File: src/rtl/bpa_pkg.sv
`timescale 1ns / 1ps

package bpa_pkg;

    localparam int NUM_PAGES     = 32768;
    localparam int PAGE_BYTES    = 4096;
    localparam int MAP_WORD_BITS = 32;

    localparam int MAP_WORDS   = (NUM_PAGES + MAP_WORD_BITS - 1) / MAP_WORD_BITS;
    localparam int WORD_AW     = (MAP_WORDS > 1) ? $clog2(MAP_WORDS) : 1;
    localparam int BIT_W       = $clog2(MAP_WORD_BITS);
    localparam int PAGE_SHIFT  = $clog2(PAGE_BYTES);
    localparam int PAGE_IDX_W  = WORD_AW + BIT_W;
    localparam int ADDR_W      = 32;
    localparam int IN_PAGE_W   = ADDR_W - PAGE_SHIFT;
    localparam int PAGE_ADDR_W = 27;
    localparam int LAST_BITS   = NUM_PAGES - (MAP_WORDS - 1) * MAP_WORD_BITS;

    localparam logic [WORD_AW-1:0]       LAST_WORD = WORD_AW'(MAP_WORDS - 1);
    localparam logic [IN_PAGE_W-1:0]     PAGE_LIMIT = IN_PAGE_W'(NUM_PAGES);
    localparam logic [MAP_WORD_BITS-1:0] TAIL_MASK =
        {MAP_WORD_BITS{1'b1}} << LAST_BITS;

    localparam logic KIND_ALLOC = 1'b0;
    localparam logic KIND_FREE  = 1'b1;

    typedef enum logic [1:0] {
        S_CLEAR,
        S_IDLE,
        S_SCAN,
        S_FREE
    } t_state;

    typedef struct packed {
        logic                     found;
        logic [BIT_W-1:0]         bit_idx;
        logic [MAP_WORD_BITS-1:0] onehot;
    } t_ffz;

endpackage

File: src/rtl/bpa_ffz.sv
`timescale 1ns / 1ps

module bpa_ffz
    import bpa_pkg::*;
(
    input  logic [MAP_WORD_BITS-1:0] i_word,
    output t_ffz                     o_ffz
);

    logic [MAP_WORD_BITS-1:0] inv;
    logic [MAP_WORD_BITS-1:0] low;
    logic [BIT_W-1:0]         enc;

    assign inv = ~i_word;
    assign low = inv & (~inv + MAP_WORD_BITS'(1));

    always_comb begin
        enc = '0;
        for (int j = 0; j < BIT_W; j++) begin
            for (int k = 0; k < MAP_WORD_BITS; k++) begin
                if (((k >> j) & 1) == 1) begin
                    enc[j] = enc[j] | low[k];
                end
            end
        end
    end

    assign o_ffz.found   = |inv;
    assign o_ffz.bit_idx = enc;
    assign o_ffz.onehot  = low;

endmodule

File: config.mk
export PLATFORM = sky130hd
export DESIGN_NAME = bpa_ffz
export DESIGN_NICKNAME = d
export VERILOG_FILES = /design/src/rtl/bpa_pkg.sv /design/src/rtl/bpa_ffz.sv
export SDC_FILE = /design/constraint.sdc
export NUM_CORES = 1
export LEC_CHECK = 0
export BUFFER_PORTS_ARGS = -buffer_cell sky130_fd_sc_hd__buf_2
export CELL_PAD_IN_SITES_DETAIL_PLACEMENT = 1
export CELL_PAD_IN_SITES_GLOBAL_PLACEMENT = 2
export CORE_MARGIN = 2
export CORE_UTILIZATION = 20
export DETAILED_ROUTE_END_ITERATION = 7
export MAX_ROUTING_LAYER = met4
export PLACE_DENSITY = 0.87
export SYNTH_ARGS = -nofsm -noshare
export SYNTH_HDL_FRONTEND = slang
export SYNTH_SLANG_ARGS = --single-unit
File: constraint.sdc
create_clock -name vclk -period 4.19
set_clock_uncertainty 0.2 [all_clocks]
set_input_delay 0.2095 -clock vclk [all_inputs]
set_output_delay 0.2095 -clock vclk [all_outputs]
set_load 0.03 [all_outputs]
==> results by group, run 1 <==
Synthesis
  • Post-Syn Area: 850.8 um^2
  • Syn Inst Count: 130
  • Syn Nets: 162
  • Synth warn: 0
  • Avg Synthesized Cell Area: 6.545 um^2
  • Yosys cell types: 44
  • Post-synthesis sequential area ratio: 0%

Critical path
  • Worst Setup Path Type: input port to output pin
  • CP cell instances: buf_2, nand2_1, or3_1, nor2_1, a311oi_1, or3b_1, buf_2
  • Slowest-stage cell, CP: or3_1
  • Crit path top cell by count: buf_2
  • Critical Path End Type: output pin
  • Highest fanout seen on the critical path: 14
  • Crit path DAT: 2.13 ns
  • CP required: 3.78 ns
  • Slowest stage delay, CP: 0.47 ns
  • Startpoint types: input port

Power
  • Pwr dens: 56.03 nW/um^2
  • Total leakage power: 0.5879 nW
  • VDD IR-drop max: 0.00001503 V
  • Tot Pwr: 0.00006856 W

GRT
  • Met3 track demand over resource: 1.017%
  • Most used routing layer: met2
  • GR Layer Usage met1: 22.07%
  • Initial antenna violation count: 0
  • GR Util met2: 23.18%
  • Largest net degree at the start of global routing: 20
  • All-layer global routing usage: 14.76%
  • Gr ovfl total: 0
  • Vias in the first global route: 1212
  • First-pass GRT wire length: 5954 um

Finish
  • N_diodes: 0
  • Most frequent cells in the layout: 70 x buf_2, 12 x nand2_1, 12 x nand3_1
  • Layout cells sized above 1: 43.01%
  • Sequential cell area: 0 um^2
  • Layout area overhead: 43.82%
  • Clock buffer count: 0
  • Nets: 227
  • Most common cell after layout, fill and taps aside: buf_2
  • FF+latch count: 0
  • Final Cell Area: 1224 um^2

Die
  • DIE AREA: 4792 um^2
  • # IOs: 70
  • Core area: 4058 um^2
  • Site row count: 23
  • Die X-Extent: 69.23 um
  • Initial Util: 20.97%
  • Die H: 69.23 um

Timing
  • Hold Vio Cnt, Final: 0
  • Setup TNS: 0 ns
  • Finish-stage setup viols: 0
  • Slew Limit Fails: 0
  • Slew @ Worst Pin: 0.5119 ns
  • RSZ-0062 raised after global routing: no
  • Fmax: 0.3944 GHz
  • Slew HR: 65.87%
  • Tcrit/Tclk final: 60.51%
  • Final min period: 2.535 ns

Detailed routing
  • Final WL: 3800 um
  • TritonRoute pass-1 iters: 4
  • Drt drc: 0
  • Antenna-violating nets left: 0
  • Vias per Instance: 5.321
  • Via count: 1293
  • Routed wire per std cell: 15.64 um
  • DRT iter0 DRCs: 34

Placement
  • DP Area: 1224 um^2
  • Port Buffers: 70
  • Hpwl dp: 3162 um
  • Global placer's final weighted congestion: 0.9160

Clock tree
  • Hold-fix buffers, CTS: 0
  • Post-CTS Setup Inserts: 0
  • # resized after CTS: 0

Run status
  • Status: finished, final reports clean

Run
  • Max-cap violations: 0

Worst hold path
  • Worst Hold Class: input port to output pin
logic make-up after synthesis:
group / count (synthesis) / synth area share (%)
simple gates: 97 / 74.71
buf+inv: 12 / 6.912
compound gates: 21 / 18.38
metal layers:
layer	vias to the layer above	routed length, um
met5	-	0
met3	0	188
li1	652	-
met2	44	1701
met1	597	1909
met4	0	0
cell type report:
class              count  area, um^2
fillers              550        2834
multi-input cells    118       792.0
repair buffers        70       350.3
well taps             50       62.56
inverters              5       18.77
critical path, delay by kind of cell:
kind | cells | cell delay [ns]
AOI/OAI and AO/OA | 1 | 0.45
and+or+nand+nor | 4 | 1.14
buffers and inverters | 2 | 0.32
worst paths after layout:
path	start	to	slack, ns	depth (start not counted)
worst max-delay path	i_word[7]	o_ffz[33]	1.65	7
worst min-delay path	i_word[1]	o_ffz[1]	0.54	3
per-stage QoR:
stage	hold slack, ns	utilization, %	instances	worst slack [ns]
5_1_grt	0.5580	30.16	243	1.543
4_1_cts	0.5373	30.16	243	1.690
3_3_place_gp	0.5320	30.16	243	1.683
2_1_floorplan	0.2652	-	130	1.346
3_5_place_dp	0.5362	30.16	243	1.688
6_report	0.5372	30.16	243	1.655
power by group:
part / switching, W / leakage (nW) / internal [W] / total, W
clock: 0 / 0 / 0 / 0
combinational: 0.0000444 / 0.588 / 0.0000242 / 0.0000686
sequential: 0 / 0 / 0 / 0
synth_stat cells, types with 2 or more instances:
cell type  count  area share (%)
a211oi_1       3             2.6
nand3_1       12             7.1
o21ai_0        3             1.8
nand4_1        6             4.4
nor2b_1        4             2.9
nor2_1        11             4.9
a21oi_1        4             2.4
and3_1         4             2.9
nand4b_1       3             3.1
nor3_1        10             5.9
a311oi_1       3             3.1
or4_1          3             2.6
nor3b_1        5             4.4
inv_1          5             2.2
nor4_2         4             5.9
nor4_1         4             2.9
and4_1         3             3.1
nand2_1       12             5.3
buf_2          2             1.2
clkbuf_1       3             1.3
or3_1          2             1.5
nand3b_1       2             1.8
Note: power is estimated with default switching activity, not from simulation.
==> run 2: changes to the inputs <==
--- a/config.mk
+++ b/config.mk
@@ -9,10 +9,10 @@
 export CELL_PAD_IN_SITES_DETAIL_PLACEMENT = 1
 export CELL_PAD_IN_SITES_GLOBAL_PLACEMENT = 2
 export CORE_MARGIN = 2
-export CORE_UTILIZATION = 20
+export CORE_UTILIZATION = 19
 export DETAILED_ROUTE_END_ITERATION = 7
 export MAX_ROUTING_LAYER = met4
-export PLACE_DENSITY = 0.87
+export PLACE_DENSITY = 0.83
 export SYNTH_ARGS = -nofsm -noshare
 export SYNTH_HDL_FRONTEND = slang
 export SYNTH_SLANG_ARGS = --single-unit
==> constraint.sdc (replaced) <==
create_clock -name vclk -period 2.4
set_clock_uncertainty 0.2 [all_clocks]
set_input_delay 0.12 -clock vclk [all_inputs]
set_output_delay 0.12 -clock vclk [all_outputs]
set_load 0.03 [all_outputs]
==> results by group, run 2 (same netlist as run 1, synthesis figures left out) <==
Placement
  • Port Buffers: 70 (unchanged)
  • Hpwl dp: 3439 um (+8.7%)
  • Global placer's final weighted congestion: 0.9833 (+7.3%)

Die
  • # IOs: 70 (unchanged)
  • Die H: 70.92 um (+2.4%)
  • DIE AREA: 5029 um^2 (+4.9%)
  • Core area: 4324 um^2 (+6.6%)
  • Initial Util: 19.68% (-1.3 points)
  • Site row count: 24 (+4.3%)
  • Die X-Extent: 70.92 um (+2.4%)

Critical path
  • Critical Path End Type: output pin
  • CP required: 2.08 ns (-1.70 ns)
  • Worst Setup Path Type: input port to output pin
  • Startpoint types: input port
  • Crit path DAT: 1.98 ns (-0.15 ns)
  • Highest fanout seen on the critical path: 11 (-3)

Timing
  • Finish-stage setup viols: 0 (unchanged)
  • Final min period: 2.299 ns
  • Hold Vio Cnt, Final: 0 (unchanged)
  • RSZ-0062 raised after global routing: no
  • Slew HR: 68.95% (+3.1 points)
  • Tcrit/Tclk final: 95.80%
  • Setup TNS: 0 ns (unchanged)
  • Slew Limit Fails: 0 (unchanged)
  • Slew @ Worst Pin: 0.4658 ns (-0.04614 ns)
  • Fmax: 0.4349 GHz

Finish
  • N_diodes: 0 (unchanged)
  • Layout cells sized above 1: 46.23% (+3.2 points)
  • Layout area overhead: 51.47%
  • Final Util: 29.80% (-0.35 points)
  • Most common cell after layout, fill and taps aside: buf_2
  • Sequential cell area: 0 um^2 (unchanged)
  • Most frequent cells in the layout: 70 x buf_2, 12 x nand2_1, 12 x nand3_1
  • Clock buffer count: 0 (unchanged)
  • Nets: 233 (+2.6%)
  • FF+latch count: 0 (unchanged)

Power
  • P_int: 0.00004483 W (+85%)
  • Flop pwr share: 0% (unchanged)
  • Clock share of power: 0% (unchanged)
  • Pwr dens: 96.10 nW/um^2 (+72%)
  • VDD IR-drop max: 0.00003411 V (+130%)
  • Psw: 0.00007901 W (+78%)
  • Combinational power share: 100.0% (about the same)
  • Total leakage power: 0.6180 nW (+5.1%)
  • Sw Ratio: 63.80% (-0.92 points)

Worst hold path
  • Worst Hold Class: input port to output pin

GRT
  • Vias in the first global route: 1316 (+8.6%)
  • Initial antenna violation count: 0 (unchanged)
  • Largest net degree at the start of global routing: 14 (-30%)
  • All-layer global routing usage: 15.19% (+0.43 points)
  • Gr ovfl total: 0 (unchanged)
  • First-pass GRT wire length: 6348 um (+6.6%)

Detailed routing
  • Final WL: 3974 um (+4.6%)
  • Routed wire per std cell: 15.83 um (+1.2%)
  • Antenna-violating nets left: 0 (unchanged)
  • Vias per Instance: 5.363 (+0.78%)
  • DRT iter0 DRCs: 22 (-35%)
  • Via count: 1346 (+4.1%)
  • Drt drc: 0 (unchanged)
  • TritonRoute pass-1 iters: 4 (unchanged)

Clock tree
  • # resized after CTS: 0 (unchanged)
  • Post-CTS Setup Inserts: 0 (unchanged)
  • Hold-fix buffers, CTS: 0 (unchanged)

Run
  • Max-cap violations: 0 (unchanged)

Run status
  • Status: finished, final reports clean
## run 2: metrics by stage
| step | hold slack (ns) | instances | worst slack, ns | total power (W) | cell area, um^2 |
|---|---|---|---|---|---|
| 2_1_floorplan | 0.08623 | 130 | 0.007679 | 0.00005362 | 868.3 |
| 3_3_place_gp | 0.3591 | 251 | 0.1242 | 0.0001219 | 1289 |
| 3_5_place_dp | 0.3643 | 251 | 0.1530 | 0.0001233 | 1289 |
| 4_1_cts | 0.3648 | 251 | 0.1456 | 0.0001238 | 1289 |
| 5_1_grt | 0.3758 | 251 | 0.02328 | 0.0001347 | 1289 |
| 6_report | 0.3624 | 251 | 0.1008 | 0.0001238 | 1289 |
## run 2: final timing paths
path,end,start,depth (start not counted)
worst max-delay path,o_ffz[33],i_word[11],7
worst min-delay path,o_ffz[6],i_word[6],3
## run 2: routing by layer
metal,track usage [%],vias up,share of wire [%]
met2,24.92,53,46
met5,-,-,0
met4,0.8386,0,0.40
li1,-,658,-
met1,21.56,633,47
met3,0.9972,2,6.6
## run 2: area by class of cell
class,instances,area [um^2]
Inverter,5,18.77
Tap cell,52,65.06
Timing Repair Buffer,76,395.4
Multi-Input combinational cell,118,809.5
Fill cell,595,3035
## run 2: power by group through the flow
stage / registers [W] / logic, W / clock network, W
6_report: 0 / 0.000124 / 0
5_1_grt: 0 / 0.000135 / 0
4_1_cts: 0 / 0.000124 / 0
3_5_place_dp: 0 / 0.000123 / 0
3_3_place_gp: 0 / 0.000122 / 0
2_1_floorplan: 0 / 0.0000536 / 0
## run 2: critical path, stage by stage
cell and delay [ns]:
buf_2 0.13, nand4_2 0.13, or3_1 0.42, nor2_1 0.17
a311oi_1 0.45, or3b_1 0.38, buf_2 0.18
==> run 3: changes to the inputs <==
--- a/config.mk
+++ b/config.mk
@@ -5,12 +5,13 @@
 export SDC_FILE = /design/constraint.sdc
 export NUM_CORES = 1
 export LEC_CHECK = 0
-export BUFFER_PORTS_ARGS = -buffer_cell sky130_fd_sc_hd__buf_2
+export CAP_MARGIN = 5
 export CELL_PAD_IN_SITES_DETAIL_PLACEMENT = 1
-export CELL_PAD_IN_SITES_GLOBAL_PLACEMENT = 2
+export CELL_PAD_IN_SITES_GLOBAL_PLACEMENT = 1
 export CORE_MARGIN = 2
-export CORE_UTILIZATION = 19
+export CORE_UTILIZATION = 43
 export DETAILED_ROUTE_END_ITERATION = 7
+export DONT_BUFFER_PORTS = 1
 export MAX_ROUTING_LAYER = met4
 export PLACE_DENSITY = 0.83
 export SYNTH_ARGS = -nofsm -noshare
==> results by group, run 3 (same netlist as run 1, synthesis figures left out) <==
Clock tree
  • # resized after CTS: 0 (unchanged)
  • Hold-fix buffers, CTS: 0 (unchanged)
  • Post-CTS Setup Inserts: 0 (unchanged)

Timing
  • Slack of the critical path: 0.1564 ns (+0.05567 ns)
  • Slew @ Worst Pin: 0.6061 ns (+0.1403 ns)
  • RSZ-0062 raised after global routing: no
  • Fmax: 0.4457 GHz (+2.5%)
  • Slew HR: 59.45% (-9.5 points)
  • Setup TNS: 0 ns (unchanged)
  • Final min period: 2.244 ns (-0.05567 ns)
  • Finish-stage setup viols: 0 (unchanged)
  • Hold Vio Cnt, Final: 0 (unchanged)
  • Tcrit/Tclk final: 93.48% (-2.3 points)
  • Slew Limit Fails: 0 (unchanged)

Die
  • Die H: 48.48 um (-32%)
  • Die X-Extent: 48.48 um (-32%)
  • # IOs: 70 (unchanged)
  • DIE AREA: 2350 um^2 (-53%)
  • Core area: 1922 um^2 (-56%)
  • Initial Util: 44.27% (+25 points)
  • Site row count: 16 (-33%)

Finish
  • Most common cell after layout, fill and taps aside: buf_4
  • Final Cell Area: 1097 um^2 (-15%)
  • Layout cells sized above 1: 29.14% (-17 points)
  • FF+latch count: 0 (unchanged)
  • Fill cells: 272 (-54%)
  • Nets: 185 (-21%)
  • Clock buffer count: 0 (unchanged)
  • Multi-input gate area: 809.5 um^2 (unchanged)
  • Most frequent cells in the layout: 26 x buf_4, 12 x nand2_1, 12 x nand3_1
  • Layout area overhead: 28.97%
  • Sequential cell area: 0 um^2 (unchanged)
  • N_diodes: 0 (unchanged)

Placement
  • Hpwl dp: 3069 um (-11%)
  • Global placer's final weighted congestion: 0.9513 (-3.3%)
  • DP Worst Slack: 0.1936 ns (+0.04062 ns)
  • DP Area: 1097 um^2 (-15%)
  • Port Buffers: 0 (-100%)

Power
  • Total leakage power: 0.4162 nW (-33%)
  • VDD IR-drop max: 0.00003099 V (-9.1%)
  • Combinational power share: 100.0% (about the same)
  • Sw Ratio: 62.25% (-1.5 points)
  • Psw: 0.00004186 W (-47%)
  • P_int: 0.00002538 W (-43%)
  • Clock share of power: 0% (unchanged)
  • Pwr dens: 61.28 nW/um^2 (-36%)
  • Tot Pwr: 0.00006724 W (-46%)
  • Flop pwr share: 0% (unchanged)

Run
  • Max-cap violations: 0 (unchanged)

Worst hold path
  • Hold Path Stages: 1 (-2)
  • Worst Hold Class: input port to output pin

GRT
  • Gr ovfl total: 0 (unchanged)
  • All-layer global routing usage: 32.48% (+17 points)
  • Largest net degree at the start of global routing: 15 (+1)
  • Vias in the first global route: 1241 (-5.7%)
  • Initial antenna violation count: 0 (unchanged)
  • First-pass GRT wire length: 6072 um (-4.3%)

Critical path
  • Worst Setup Path Type: input port to output pin
  • Startpoint types: input port
  • Worst setup path endpoint: o_ffz[33]
  • Slowest-stage cell, CP: or3_1
  • CP startpoint: i_word[7]
  • Slowest stage delay, CP: 0.49 ns (+0.04 ns)
  • Critical Path End Type: output pin
  • Crit path DAT: 1.92 ns (-0.06 ns)
  • CP cell instances: nand2_1, or3_1, nor2_1, a311oi_1, or3b_1, buf_12
  • CP required: 2.08 ns (about the same)
  • Highest fanout seen on the critical path: 14 (+3)

Detailed routing
  • Antenna-violating nets left: 0 (unchanged)
  • Vias per Instance: 6.978 (+30%)
  • Drt drc: 0 (unchanged)
  • DRT iter0 DRCs: 47 (+110%)
  • Via count: 1242 (-7.7%)
  • Routed wire per std cell: 20.61 um (+30%)
  • TritonRoute pass-1 iters: 4 (unchanged)
  • Final WL: 3668 um (-7.7%)

Run status
  • Status: finished, final reports clean
==> run 3: worst min-delay path by stage <==
stage | start | slack (ns) | endpoint
floorplan | i_word[26] | 0.09 | o_ffz[26]
finish | i_word[4] | 0.15 | o_ffz[4]
global route | i_word[4] | 0.15 | o_ffz[4]
detailed placement | i_word[4] | 0.15 | o_ffz[4]
CTS | i_word[4] | 0.15 | o_ffz[4]
global placement | i_word[4] | 0.15 | o_ffz[4]
==> run 3: critical path: cells and delay by family <==
kind | cells | cell delay, ns
simple gates | 4 | 1.24
compound gates | 1 | 0.41
buf+inv | 1 | 0.16
==> run 3: area by class of cell <==
class	instances	share of cell area [%]
Multi-Input combinational cell	118	73.77
Timing Repair Buffer	28	21.44
Tap cell	27	3.079
Inverter	5	1.710
==> run 3: metrics by stage <==
stage | hold slack (ns) | util [%] | std cells
after floorplan | 0.08623 | - | 130
after global placement | 0.1529 | 57.10 | 178
after detailed placement | 0.1534 | 57.10 | 178
after CTS | 0.1534 | 57.10 | 178
after global routing | 0.1537 | 57.10 | 178
final | 0.1528 | 57.10 | 178
==> run 3: routing by layer <==
| metal | share of wire, % | track usage, % |
|---|---|---|
| met5 | 0 | - |
| met4 | 0 | 4.762 |
| met3 | 8.6 | 4.321 |
| met2 | 50 | 55.56 |
| met1 | 41 | 41.94 |
==> run 3: power groups by stage <==
stage	sequential (W)	clock, W	combinational (W)
after floorplan	0	0	0.0000536
after global placement	0	0	0.0000635
after detailed placement	0	0	0.0000668
after CTS	0	0	0.0000673
after global routing	0	0	0.0000730
final	0	0	0.0000672
